[src/rtl/core/msis_pkg.sv]
// Shared types and codes for the MIPS subset instruction step block.
// Used by msis_front, msis_queue, msis_back and the top level; no dependencies.
package msis_pkg;

  localparam int unsigned NREGS          = 32;
  localparam int unsigned DMEM_WORDS_DEF = 32;

  // Command codes of an input transaction
  typedef enum logic [1:0] {
    CMD_EXEC  = 2'd0,
    CMD_LDREG = 2'd1,
    CMD_LDMEM = 2'd2,
    CMD_NONE  = 2'd3
  } cmd_e;

  // Primary opcodes
  localparam logic [5:0] OP_RTYPE = 6'd0;
  localparam logic [5:0] OP_J     = 6'd2;
  localparam logic [5:0] OP_BEQ   = 6'd4;
  localparam logic [5:0] OP_LW    = 6'd35;
  localparam logic [5:0] OP_SW    = 6'd43;

  // R-type function codes
  localparam logic [5:0] FN_ADD = 6'd32;
  localparam logic [5:0] FN_SUB = 6'd34;
  localparam logic [5:0] FN_AND = 6'd36;
  localparam logic [5:0] FN_OR  = 6'd37;
  localparam logic [5:0] FN_NOR = 6'd39;
  localparam logic [5:0] FN_SLT = 6'd42;

  // Classified operation kind, as handed from front to back
  typedef enum logic [3:0] {
    K_ALU,
    K_LW,
    K_SW,
    K_BEQ,
    K_J,
    K_ILL,
    K_LDREG,
    K_LDMEM,
    K_NONE
  } kind_e;

  typedef enum logic [2:0] {
    ALU_ADD,
    ALU_SUB,
    ALU_AND,
    ALU_OR,
    ALU_NOR,
    ALU_SLT
  } alu_e;

  typedef struct packed {
    logic [1:0]  cmd;
    logic [31:0] instr;
    logic [4:0]  load_index;
    logic [31:0] load_value;
  } in_item_t;

  typedef struct packed {
    logic [31:0] pc_after;
    logic        reg_we;
    logic [4:0]  reg_idx;
    logic [31:0] reg_val;
    logic        mem_we;
    logic [4:0]  mem_idx;
    logic [31:0] mem_val;
    logic        taken;
    logic        illegal;
  } out_item_t;

  // Decoded transaction held in the queue
  typedef struct packed {
    kind_e       kind;
    alu_e        alu;
    logic [4:0]  rs;
    logic [4:0]  rt;
    logic        use_rs;
    logic        use_rt;
    logic        wr_en;
    logic [4:0]  wr_idx;
    logic [25:0] target;
    logic [4:0]  lidx;
    logic [31:0] lval;
  } dec_t;

endpackage

[src/rtl/core/msis_front.sv]
// Front end: input handshake and instruction/command classification.
// Depends on msis_pkg; feeds msis_queue.
module msis_front import msis_pkg::*; (
  input  logic     valid_i,
  output logic     stall_o,
  input  in_item_t data_i,
  input  logic     q_full_i,
  input  logic     clr_busy_i,
  output logic     push_o,
  output dec_t     push_data_o
);

  logic [5:0] op;
  logic [5:0] fn;
  logic [4:0] rt;
  logic [4:0] rd;

  assign op = data_i.instr[31:26];
  assign fn = data_i.instr[5:0];
  assign rt = data_i.instr[20:16];
  assign rd = data_i.instr[15:11];

  assign stall_o = q_full_i | clr_busy_i;
  assign push_o  = valid_i & ~stall_o;

  always_comb begin
    push_data_o        = '0;
    push_data_o.kind   = K_NONE;
    push_data_o.alu    = ALU_ADD;
    push_data_o.rs     = data_i.instr[25:21];
    push_data_o.rt     = rt;
    push_data_o.target = data_i.instr[25:0];
    push_data_o.lidx   = data_i.load_index;
    push_data_o.lval   = data_i.load_value;
    case (data_i.cmd)
      CMD_LDREG: begin
        push_data_o.kind   = K_LDREG;
        push_data_o.wr_en  = (data_i.load_index != 5'd0);
        push_data_o.wr_idx = data_i.load_index;
      end
      CMD_LDMEM: begin
        push_data_o.kind = K_LDMEM;
      end
      CMD_EXEC: begin
        case (op)
          OP_RTYPE: begin
            push_data_o.kind   = K_ALU;
            push_data_o.use_rs = 1'b1;
            push_data_o.use_rt = 1'b1;
            push_data_o.wr_en  = (rd != 5'd0);
            push_data_o.wr_idx = rd;
            case (fn)
              FN_ADD: push_data_o.alu = ALU_ADD;
              FN_SUB: push_data_o.alu = ALU_SUB;
              FN_AND: push_data_o.alu = ALU_AND;
              FN_OR:  push_data_o.alu = ALU_OR;
              FN_NOR: push_data_o.alu = ALU_NOR;
              FN_SLT: push_data_o.alu = ALU_SLT;
              default: begin
                // unsupported funct: no register access at all
                push_data_o.kind   = K_ILL;
                push_data_o.use_rs = 1'b0;
                push_data_o.use_rt = 1'b0;
                push_data_o.wr_en  = 1'b0;
                push_data_o.wr_idx = 5'd0;
              end
            endcase
          end
          OP_LW: begin
            push_data_o.kind   = K_LW;
            push_data_o.use_rs = 1'b1;
            push_data_o.wr_en  = (rt != 5'd0);
            push_data_o.wr_idx = rt;
          end
          OP_SW: begin
            push_data_o.kind   = K_SW;
            push_data_o.use_rs = 1'b1;
            push_data_o.use_rt = 1'b1;
          end
          OP_BEQ: begin
            push_data_o.kind   = K_BEQ;
            push_data_o.use_rs = 1'b1;
            push_data_o.use_rt = 1'b1;
          end
          OP_J: begin
            push_data_o.kind = K_J;
          end
          default: begin
            push_data_o.kind = K_ILL;
          end
        endcase
      end
      default: begin
        push_data_o.kind = K_NONE;
      end
    endcase
  end

endmodule

[src/rtl/core/msis_queue.sv]
// Two-entry queue of decoded transactions between front and back.
// Depends on msis_pkg.
module msis_queue import msis_pkg::*; (
  input  logic clk_i,
  input  logic rst_ni,
  input  logic push_i,
  input  dec_t push_data_i,
  output logic full_o,
  output logic valid_o,
  output dec_t data_o,
  input  logic pop_i
);

  localparam int unsigned Depth = 2;

  dec_t       mem_q [Depth];
  logic       wr_ptr_q, wr_ptr_d;
  logic       rd_ptr_q, rd_ptr_d;
  logic [1:0] cnt_q, cnt_d;
  logic       do_pop;

  assign valid_o = (cnt_q != 2'd0);
  assign full_o  = (cnt_q == 2'(Depth));
  assign data_o  = mem_q[rd_ptr_q];
  assign do_pop  = pop_i & valid_o;

  always_comb begin
    wr_ptr_d = wr_ptr_q;
    rd_ptr_d = rd_ptr_q;
    cnt_d    = cnt_q;
    if (push_i) begin
      wr_ptr_d = ~wr_ptr_q;
    end
    if (do_pop) begin
      rd_ptr_d = ~rd_ptr_q;
    end
    if (push_i && !do_pop) begin
      cnt_d = cnt_q + 2'd1;
    end else if (!push_i && do_pop) begin
      cnt_d = cnt_q - 2'd1;
    end
  end

  always_ff @(posedge clk_i or negedge rst_ni) begin
    if (!rst_ni) begin
      wr_ptr_q <= 1'b0;
      rd_ptr_q <= 1'b0;
      cnt_q    <= 2'd0;
    end else begin
      wr_ptr_q <= wr_ptr_d;
      rd_ptr_q <= rd_ptr_d;
      cnt_q    <= cnt_d;
    end
  end

  always_ff @(posedge clk_i) begin
    if (push_i) begin
      mem_q[wr_ptr_q] <= push_data_i;
    end
  end

  assert property (@(posedge clk_i) disable iff (!rst_ni) full_o |-> !push_i)
    else $error("queue overflow");
  assert property (@(posedge clk_i) disable iff (!rst_ni)
    (push_i && !do_pop) |=> (cnt_q == $past(cnt_q) + 2'd1))
    else $error("queue count did not follow a push");
  assert property (@(posedge clk_i) disable iff (!rst_ni) cnt_q <= 2'(Depth))
    else $error("queue count beyond depth");

endmodule

[src/rtl/core/msis_back.sv]
// Back end: register file, execute stage, data memory index and access, output register.
// Depends on msis_pkg; takes decoded transactions from msis_queue.
module msis_back import msis_pkg::*; #(
  parameter int unsigned DMEM_WORDS = DMEM_WORDS_DEF
) (
  input  logic      clk_i,
  input  logic      rst_ni,
  input  logic      q_valid_i,
  input  dec_t      q_data_i,
  output logic      q_pop_o,
  output logic      clr_busy_o,
  output logic      out_valid_o,
  output out_item_t out_data_o,
  input  logic      out_stall_i
);

  localparam int unsigned AW    = (DMEM_WORDS > 1) ? $clog2(DMEM_WORDS) : 1;
  localparam int unsigned CLR_N = (DMEM_WORDS > NREGS) ? DMEM_WORDS : NREGS;
  localparam int unsigned CW    = $clog2(CLR_N);
  // floor(2^32 / DMEM_WORDS): estimate of the quotient is exact or one low
  localparam logic [30:0] RECIP = 31'((64'd1 << 32) / DMEM_WORDS);
  localparam logic [16:0] DIV   = 17'(DMEM_WORDS);

  typedef struct packed {
    kind_e       kind;
    logic [31:0] pc_after;
    logic        wr_en;
    logic [4:0]  wr_idx;
    logic [31:0] wr_val;
    logic [31:0] st_val;
    logic [29:0] x;
    logic        taken;
    logic        illegal;
  } ex_t;

  // clearing sweep
  logic          clr_busy_q;
  logic [CW-1:0] clr_cnt_q;
  logic          clr_rf;
  logic          clr_dm;

  // pipeline control
  logic v2_q, v3_q, v4_q, v5_q;
  logic adv, hazard, s2_move, s2_load;
  logic [31:0] pc_q;

  // payload
  dec_t        s2_q;
  logic [31:0] rd_a_q, rd_b_q;
  ex_t         ex_c, ex3_q, ex4_q;
  logic [60:0] mul_c, prod3_q;
  logic [28:0] quo3;
  logic [45:0] qd_c;
  logic [29:0] qd4_q;
  logic [29:0] rem_c, rem_fix;
  logic [AW-1:0] widx;
  out_item_t   s5_q, out_c;
  logic        lw5_q;
  logic [31:0] rdata_q;

  // stores
  logic [31:0] rf_q [NREGS];
  logic [31:0] dm_q [DMEM_WORDS];
  logic        rf_we;
  logic [4:0]  rf_wa;
  logic [31:0] rf_wd;
  logic [4:0]  ra_a, ra_b;
  logic        dm_we;
  logic [AW-1:0] dm_wa;
  logic [31:0] dm_wd;
  logic        st4;

  // operands and execute
  logic [31:0] op_a, op_b, imm32, seq, alu_r, addr;
  logic        ld_hit_a, ld_hit_b;

  // ---------------- clearing sweep ----------------
  always_ff @(posedge clk_i or negedge rst_ni) begin
    if (!rst_ni) begin
      clr_busy_q <= 1'b1;
      clr_cnt_q  <= '0;
    end else if (clr_busy_q) begin
      if (clr_cnt_q == CW'(CLR_N - 1)) begin
        clr_busy_q <= 1'b0;
      end else begin
        clr_cnt_q <= clr_cnt_q + CW'(1);
      end
    end
  end

  assign clr_busy_o = clr_busy_q;
  assign clr_rf = clr_busy_q && ({1'b0, clr_cnt_q} < (CW + 1)'(NREGS));
  assign clr_dm = clr_busy_q && ({1'b0, clr_cnt_q} < (CW + 1)'(DMEM_WORDS));

  // ---------------- flow control ----------------
  assign adv     = !v5_q || !out_stall_i;
  assign s2_move = adv && !hazard;
  assign s2_load = !v2_q || s2_move;
  assign q_pop_o = s2_load;

  // ---------------- register file ----------------
  assign ra_a  = s2_load ? q_data_i.rs : s2_q.rs;
  assign ra_b  = s2_load ? q_data_i.rt : s2_q.rt;
  assign rf_we = clr_rf || (v5_q && out_c.reg_we);
  assign rf_wa = clr_rf ? clr_cnt_q[4:0] : out_c.reg_idx;
  assign rf_wd = clr_rf ? 32'd0 : out_c.reg_val;

  // write-first read: the registered read sees this edge's writeback
  always_ff @(posedge clk_i) begin
    if (rf_we) begin
      rf_q[rf_wa] <= rf_wd;
    end
    rd_a_q <= (rf_we && rf_wa == ra_a) ? rf_wd : rf_q[ra_a];
    rd_b_q <= (rf_we && rf_wa == ra_b) ? rf_wd : rf_q[ra_b];
  end

  // ---------------- stage 2: operands, execute, pc ----------------
  // newest older write wins: s3 over s4 over the output register
  always_comb begin
    op_a = rd_a_q;
    op_b = rd_b_q;
    if (v5_q && out_c.reg_we && out_c.reg_idx == s2_q.rs) op_a = out_c.reg_val;
    if (v5_q && out_c.reg_we && out_c.reg_idx == s2_q.rt) op_b = out_c.reg_val;
    if (v4_q && ex4_q.wr_en && ex4_q.wr_idx == s2_q.rs) op_a = ex4_q.wr_val;
    if (v4_q && ex4_q.wr_en && ex4_q.wr_idx == s2_q.rt) op_b = ex4_q.wr_val;
    if (v3_q && ex3_q.wr_en && ex3_q.wr_idx == s2_q.rs) op_a = ex3_q.wr_val;
    if (v3_q && ex3_q.wr_en && ex3_q.wr_idx == s2_q.rt) op_b = ex3_q.wr_val;
  end

  // load data exists only once the load sits in the output register
  assign ld_hit_a = (v3_q && ex3_q.kind == K_LW && ex3_q.wr_en && ex3_q.wr_idx == s2_q.rs)
                 || (v4_q && ex4_q.kind == K_LW && ex4_q.wr_en && ex4_q.wr_idx == s2_q.rs);
  assign ld_hit_b = (v3_q && ex3_q.kind == K_LW && ex3_q.wr_en && ex3_q.wr_idx == s2_q.rt)
                 || (v4_q && ex4_q.kind == K_LW && ex4_q.wr_en && ex4_q.wr_idx == s2_q.rt);
  assign hazard = v2_q && ((s2_q.use_rs && ld_hit_a) || (s2_q.use_rt && ld_hit_b));

  assign imm32 = {{16{s2_q.target[15]}}, s2_q.target[15:0]};
  assign seq   = pc_q + 32'd4;
  assign addr  = op_a + imm32;

  always_comb begin
    case (s2_q.alu)
      ALU_ADD: alu_r = op_a + op_b;
      ALU_SUB: alu_r = op_a - op_b;
      ALU_AND: alu_r = op_a & op_b;
      ALU_OR:  alu_r = op_a | op_b;
      ALU_NOR: alu_r = ~(op_a | op_b);
      ALU_SLT: alu_r = {31'd0, $signed(op_a) < $signed(op_b)};
      default: alu_r = 32'd0;
    endcase
  end

  always_comb begin
    ex_c          = '0;
    ex_c.kind     = s2_q.kind;
    ex_c.pc_after = seq;
    ex_c.wr_en    = s2_q.wr_en;
    ex_c.wr_idx   = s2_q.wr_idx;
    case (s2_q.kind)
      K_ALU: begin
        ex_c.wr_val = alu_r;
      end
      K_LW: begin
        ex_c.x = addr[31:2];
      end
      K_SW: begin
        ex_c.x      = addr[31:2];
        ex_c.st_val = op_b;
      end
      K_BEQ: begin
        if (op_a == op_b) begin
          ex_c.pc_after = seq + {imm32[29:0], 2'b00};
          ex_c.taken    = 1'b1;
        end
      end
      K_J: begin
        ex_c.pc_after = {seq[31:28], s2_q.target, 2'b00};
        ex_c.taken    = 1'b1;
      end
      K_ILL: begin
        ex_c.illegal = 1'b1;
      end
      K_LDREG: begin
        ex_c.pc_after = pc_q;
        ex_c.wr_val   = s2_q.lval;
      end
      K_LDMEM: begin
        ex_c.pc_after = pc_q;
        ex_c.x        = 30'(s2_q.lidx);
        ex_c.st_val   = s2_q.lval;
      end
      default: begin
        ex_c.pc_after = pc_q;
        ex_c.wr_en    = 1'b0;
      end
    endcase
  end

  // first half of the modulo by DMEM_WORDS: reciprocal multiply
  assign mul_c = {31'd0, ex_c.x} * {30'd0, RECIP};

  // ---------------- stage 3: quotient times divisor ----------------
  assign quo3 = prod3_q[60:32];
  assign qd_c = {17'd0, quo3} * {29'd0, DIV};

  // ---------------- stage 4: remainder, data memory ----------------
  assign rem_c   = ex4_q.x - qd4_q;
  assign rem_fix = (rem_c >= {13'd0, DIV}) ? (rem_c - {13'd0, DIV}) : rem_c;
  assign widx    = rem_fix[AW-1:0];
  assign st4     = (ex4_q.kind == K_SW) || (ex4_q.kind == K_LDMEM);

  assign dm_we = clr_dm || (adv && v4_q && st4);
  assign dm_wa = clr_dm ? clr_cnt_q[AW-1:0] : widx;
  assign dm_wd = clr_dm ? 32'd0 : ex4_q.st_val;

  always_ff @(posedge clk_i) begin
    if (dm_we) begin
      dm_q[dm_wa] <= dm_wd;
    end
    if (adv) begin
      rdata_q <= dm_q[widx];
    end
  end

  // ---------------- output register ----------------
  always_comb begin
    out_c = s5_q;
    if (lw5_q) begin
      out_c.mem_val = rdata_q;
      if (s5_q.reg_we) begin
        out_c.reg_val = rdata_q;
      end
    end
  end

  assign out_valid_o = v5_q;
  assign out_data_o  = out_c;

  // ---------------- control registers ----------------
  always_ff @(posedge clk_i or negedge rst_ni) begin
    if (!rst_ni) begin
      v2_q <= 1'b0;
      v3_q <= 1'b0;
      v4_q <= 1'b0;
      v5_q <= 1'b0;
      pc_q <= 32'd0;
    end else begin
      if (s2_load) begin
        v2_q <= q_valid_i;
      end
      if (adv) begin
        v3_q <= v2_q && !hazard;
        v4_q <= v3_q;
        v5_q <= v4_q;
      end
      if (v2_q && s2_move) begin
        pc_q <= ex_c.pc_after;
      end
    end
  end

  // ---------------- payload registers ----------------
  always_ff @(posedge clk_i) begin
    if (s2_load) begin
      s2_q <= q_data_i;
    end
    if (adv) begin
      ex3_q   <= ex_c;
      prod3_q <= mul_c;
      ex4_q   <= ex3_q;
      qd4_q   <= qd_c[29:0];
      lw5_q   <= (ex4_q.kind == K_LW);
      s5_q.pc_after <= ex4_q.pc_after;
      s5_q.reg_we   <= ex4_q.wr_en;
      s5_q.reg_idx  <= ex4_q.wr_en ? ex4_q.wr_idx : 5'd0;
      s5_q.reg_val  <= ex4_q.wr_en ? ex4_q.wr_val : 32'd0;
      s5_q.mem_we   <= st4;
      s5_q.mem_idx  <= (st4 || ex4_q.kind == K_LW) ? 5'(widx) : 5'd0;
      s5_q.mem_val  <= st4 ? ex4_q.st_val : 32'd0;
      s5_q.taken    <= ex4_q.taken;
      s5_q.illegal  <= ex4_q.illegal;
    end
  end

  // ---------------- assertions ----------------
  assert property (@(posedge clk_i) disable iff (!rst_ni)
    clr_busy_q |-> !(v2_q || v3_q || v4_q || v5_q || q_valid_i))
    else $error("transaction in flight during clearing sweep");
  assert property (@(posedge clk_i) disable iff (!rst_ni)
    !(v2_q && s2_move) |=> $stable(pc_q))
    else $error("pc changed without a transaction leaving execute");
  assert property (@(posedge clk_i) disable iff (!rst_ni)
    (rf_we && !clr_busy_q) |-> (rf_wa != 5'd0))
    else $error("write to register zero");
  assert property (@(posedge clk_i) disable iff (!rst_ni)
    v4_q |-> (rem_fix < {13'd0, DIV}))
    else $error("memory index outside data memory");
  assert property (@(posedge clk_i) disable iff (!rst_ni)
    hazard |=> v2_q && $stable(s2_q))
    else $error("dependent transaction left execute before load data");

endmodule

[src/rtl/core/mips_subset_instruction_step.sv]
// Top level of the MIPS subset instruction step block: front, queue, back.
// Depends on msis_pkg, msis_front, msis_queue and msis_back.
//
// Each input transaction is one 32-bit MIPS word to execute (R-type add, sub,
// and, or, nor, slt; lw, sw, beq, j), a preload of one register or one data
// memory word, or an idle command; each yields exactly one output transaction
// with the new pc, any register or memory write, the taken flag and the illegal
// flag. Sustained rate is one transaction per clock unless the output stalls.
// A transaction leaves the two-entry queue into execute and passes through the
// multiply and remainder stages into the output register. The other exception
// to the full rate is a lw followed within two transactions by one that reads
// the loaded register: that one waits in execute until the load data comes
// out of the registered data memory read. After reset the block clears its
// register file and data memory, one entry a cycle; in_stall_o stays high
// meanwhile. Memory indexes wrap modulo DMEM_WORDS (any value from 4 to 65536).
module mips_subset_instruction_step import msis_pkg::*; #(
  parameter int unsigned DMEM_WORDS = DMEM_WORDS_DEF
) (
  input  logic      clk_i,
  input  logic      rst_ni,
  input  logic      in_valid_i,
  output logic      in_stall_o,
  input  in_item_t  in_data_i,
  output logic      out_valid_o,
  input  logic      out_stall_i,
  output out_item_t out_data_o
);

  logic clr_busy;
  logic push;
  dec_t push_data;
  logic q_full;
  logic q_valid;
  dec_t q_data;
  logic q_pop;

  // front: accepts and classifies
  msis_front u_front (
    .valid_i     (in_valid_i),
    .stall_o     (in_stall_o),
    .data_i      (in_data_i),
    .q_full_i    (q_full),
    .clr_busy_i  (clr_busy),
    .push_o      (push),
    .push_data_o (push_data)
  );

  // decouples input stalls from output stalls
  msis_queue u_queue (
    .clk_i       (clk_i),
    .rst_ni      (rst_ni),
    .push_i      (push),
    .push_data_i (push_data),
    .full_o      (q_full),
    .valid_o     (q_valid),
    .data_o      (q_data),
    .pop_i       (q_pop)
  );

  // back: state, execute, memory, output register
  msis_back #(
    .DMEM_WORDS (DMEM_WORDS)
  ) u_back (
    .clk_i       (clk_i),
    .rst_ni      (rst_ni),
    .q_valid_i   (q_valid),
    .q_data_i    (q_data),
    .q_pop_o     (q_pop),
    .clr_busy_o  (clr_busy),
    .out_valid_o (out_valid_o),
    .out_data_o  (out_data_o),
    .out_stall_i (out_stall_i)
  );

endmodule

[config.mk]
export PLATFORM = sky130hd
export DESIGN_NAME = mips_subset_instruction_step
export DESIGN_NICKNAME = d
export VERILOG_FILES = /design/src/rtl/core/msis_pkg.sv /design/src/rtl/core/msis_front.sv /design/src/rtl/core/msis_queue.sv /design/src/rtl/core/msis_back.sv /design/src/rtl/core/mips_subset_instruction_step.sv
export SDC_FILE = /design/constraint.sdc
export NUM_CORES = 2
export LEC_CHECK = 0
export ABC_AREA = 1
export CAP_MARGIN = 10
export CELL_PAD_IN_SITES_DETAIL_PLACEMENT = 2
export CELL_PAD_IN_SITES_GLOBAL_PLACEMENT = 2
export CORE_ASPECT_RATIO = 1.25
export CORE_MARGIN = 2
export CORE_UTILIZATION = 43
export CTS_CLUSTER_DIAMETER = 150
export DETAILED_ROUTE_END_ITERATION = 8
export DONT_BUFFER_PORTS = 1
export MAX_ROUTING_LAYER = met4
export PLACE_DENSITY = 0.78
export REMOVE_ABC_BUFFERS = 1
export SLEW_MARGIN = 20
export SYNTH_ARGS = -nofsm -noshare
export SYNTH_HDL_FRONTEND = slang
export SYNTH_HIERARCHICAL = 1
export SYNTH_SLANG_ARGS = --single-unit
[constraint.sdc]
create_clock -name clk_i -period 17.1 [get_ports clk_i]
set_input_delay 1.71 -clock clk_i [delete_from_list [all_inputs] [get_ports clk_i]]
set_output_delay 1.71 -clock clk_i [all_outputs]
set_load 0.01 [all_outputs]
==> results.cfg <==
[synth]
netlist_area_sq_um = 127000
async_flop_share_pct = 1.68
yosysTopAreaCellShare_pct = 63.3
synthCells = 12100
synth_top_area_cell = edfxtp_1
ys_warn_count = 6
avgSynthCellArea_sq_um = 10.5
synth-edff-count = 2681
ys_types = 67
ys_seq_area_share_pct = 64.3
synthTopCellsByArea = edfxtp_1, o21ai_0, nor2_1
synth-main-ff-cell = edfxtp_1
synth-seq-cells = 2737

[critical_path]
worst-r2r-setup-slack_ns = 8.78
worst_ep_required_time_ns = 17.92
crit_slowest_cell = buf_4
critPathCaptureType = flip-flop
critical_path_class = reg -> reg
r2r_end = u_back/pc_q[29]
critPathLaunchType = flip-flop
cpPeakStageDelay_ns = 0.77
crit_arrival_ns = 9.14
crit_end = u_back/pc_q[29]
path_max_fanout = 66
crit_top_cell = nand2_1
reg2reg_depth = 31

[drt]
via_count = 104000
route.met2.wl_mm = 280
drtAntennaViolNets = 0
viasPerCell = 6.57
wirelength_mm = 577
route.met3.wl_mm = 47.1
highest_layer = met4
wire_per_inst_microns = 36.3
drtIter0Drc = 11100
dr.pass1.iters = 6
drcViolationCount = 0
wl_met1_mm = 210

[timing]
max_slew_margin_pct = 11.9
max_freq_ghz = 0.120
hold_violations = 0
drv_slew = 0
rsz0062_at_grt = false
skew_ns = 0.0694
worst_pin_slew_ns = 1.32
setup_tns_ns = 0
period_needed_ns = 8.32
setup_viol = 0
finalCritPeriodShare_pct = 48.6

[clock_tree]
cts.sinks = 2737
cts_buffers = 294
ctsHoldBuffers = 0
cts_tree = yes
clk_latency_ns = 0.95
clkTransAtPathRegs_ns = 0.06
cts-root-buf = clkbuf_16
cts-htree-levels = 5
post_cts_buffers = 0
clockBufferDepth = 4
ctsResizeCount = 0

[final_layout]
final.fill_count = 29700
final_cell_count_no_fill = 15900
multi_input_area_sq_um = 39200
final_cell_mix = edfxtp_1, nor2_1, o21ai_0, nand2_1, o22ai_1
final_common_cell = edfxtp_1
fin_nets = 11900
drive_gt1_share_pct = 7.38
area_delta_synth_final_pct = 9.84
register_area_sq_um = 81900
utilization_pct = 47.4

[die]
die_area_sq_um = 300000
initial_core_util_pct = 43.2
die_y_microns = 612
core_sq_um = 295000
die_w_microns = 491
io_pins = 187
rows = 223

[pwr]
leakagePower_nw = 49.3
finalPower_mw = 32.7
power_density_nw_per_um2 = 234
vdd_ir_drop_max_mv = 0.150

[global_routing]
grt_pass1_wl_mm = 816
grt_max_degree = 198
overflow = 0
grt_pass1_vias = 112000
grt_antenna_before_repair = 28
track_usage_pct = 38.4

[worst_hold_path]
hold_path_class = reg -> reg

[job]
max-cap-violations = 0

[place]
dp_hpwl_mm = 332
portBuffers = 0
dp.cells = 15400
place_congestion = 0.969

[status]
status = finished, final reports clean
-- flip-flops by register name, indices dropped and copies added (netlist names), named ones only --
name and cells:
u_back/s5_q 64, u_back/ex3_q 113, u_back/v4_q 1, u_queue/cnt_q 2, u_back/dm_q 1024, u_back/out_data_o 46
u_back/clr_cnt_q 5, u_back/v3_q 1, u_back/clr_busy_o 1, u_back/ex_c 9, u_back/pc_q 32, u_back/imm32 16
u_back/ex4_q 113, u_back/out_valid_o 1, u_queue/wr_ptr_q 1, u_back/s2_q 63, u_queue/mem_q 176, u_back/v2_q 1
u_back/rf_q 1024, u_queue/rd_ptr_q 1, u_back/rdata_q 32, u_back/lw5_q 1
-- synthesized netlist by cell type (9+ instances only) --
master and number:
edfxtp_1 2681, nor2_1 2142, o21ai_0 1872, nand2_1 1659, o22ai_1 631, inv_1 528, clkbuf_1 526, nand3_1 383
a21oi_1 216, o221ai_1 214, buf_4 162, buf_2 143, ha_1 141, o21ai_1 124, o211ai_1 81, buf_6 56
nor3_1 46, dfrtp_1 45, a31oi_1 40, inv_2 36, nand4_1 36, xor2_1 31, a32oi_1 30, buf_1 23
a221oi_1 21, o21ai_2 18, a21o_1 15, o21bai_1 14, a22oi_2 13, a22o_1 12, xnor2_1 11, a211oi_1 10
dfxtp_1 10, a21boi_0 9, nor4_1 9
-- cell families (layout without fill, tap and decap cells) --
kind of cell	after synthesis	after routing	share of synthesized area, %
compound gates	3339	3339	15.1
xor+xnor	42	42	0.289
fa+ha+maj	144	144	1.43
buf+inv	1492	1355	5.43
flops	2737	2737	64.3
other cells	0	20	0
simple gates	4332	4332	13.5
-- cell type report --
class	count	share of cell area, %
Clock buffer	373	5.68
Antenna cell	20	0.0358
Sequential cell	2737	58.6
Timing Repair Buffer	258	1.46
Inverter	574	1.60
Multi-Input combinational cell	7857	28.0
Clock inverter	150	1.07
Tap cell	3937	3.53
-- worst max-delay path: cells and delay by family (launching register included) --
family	cells	cell delay, ns
adders and majority gates	1	0.42
AOI/OAI and AO/OA	8	1.42
DFF	1	0.74
and+or+nand+nor	14	1.95
buffers and inverters	8	3.40
-- worst min-delay path by stage --
stage	from	end	slack, ns	depth (start not counted)
6_report	u_back/ex3_q[56]	u_back/ex4_q[56]	0.40	0
3_5_place_dp	u_back/ex3_q[36]	u_back/ex4_q[36]	0.41	0
5_1_grt	u_back/ex3_q[56]	u_back/ex4_q[56]	0.40	0
2_1_floorplan	u_back/ex_c[100]	u_back/ex3_q[100]	0.40	0
4_1_cts	u_back/ex3_q[56]	u_back/ex4_q[56]	0.37	0
3_3_place_gp	u_back/ex4_q[132]	u_back/out_data_o[108]	0.40	0
-- power by group --
| group | leakage [nW] | internal, mW | switching [mW] |
|---|---|---|---|
| registers | 25.7 | 9.24 | 0.866 |
| clock network | 4.59 | 3.70 | 2.85 |
| logic | 19.0 | 3.73 | 12.4 |
| total | 49.3 | 16.7 | 16.1 |
-- metal layers --
layer,GRT usage (%),vias up
met5,-,-
met4,22.9,0
met3,7.08,1969
met2,63.1,5588
met1,44.1,54400
li1,-,42500
-- stage by stage --
stage	worst slack (ns)	cell area, sq um	hold WS [ns]
floorplan	-0.928	122000	0.400
global placement	9.12	130000	0.403
detailed placement	9.16	130000	0.405
CTS	9.14	140000	0.375
global route	8.47	140000	0.403
finish	8.78	140000	0.395
Power figures use the tool's default switching activity.
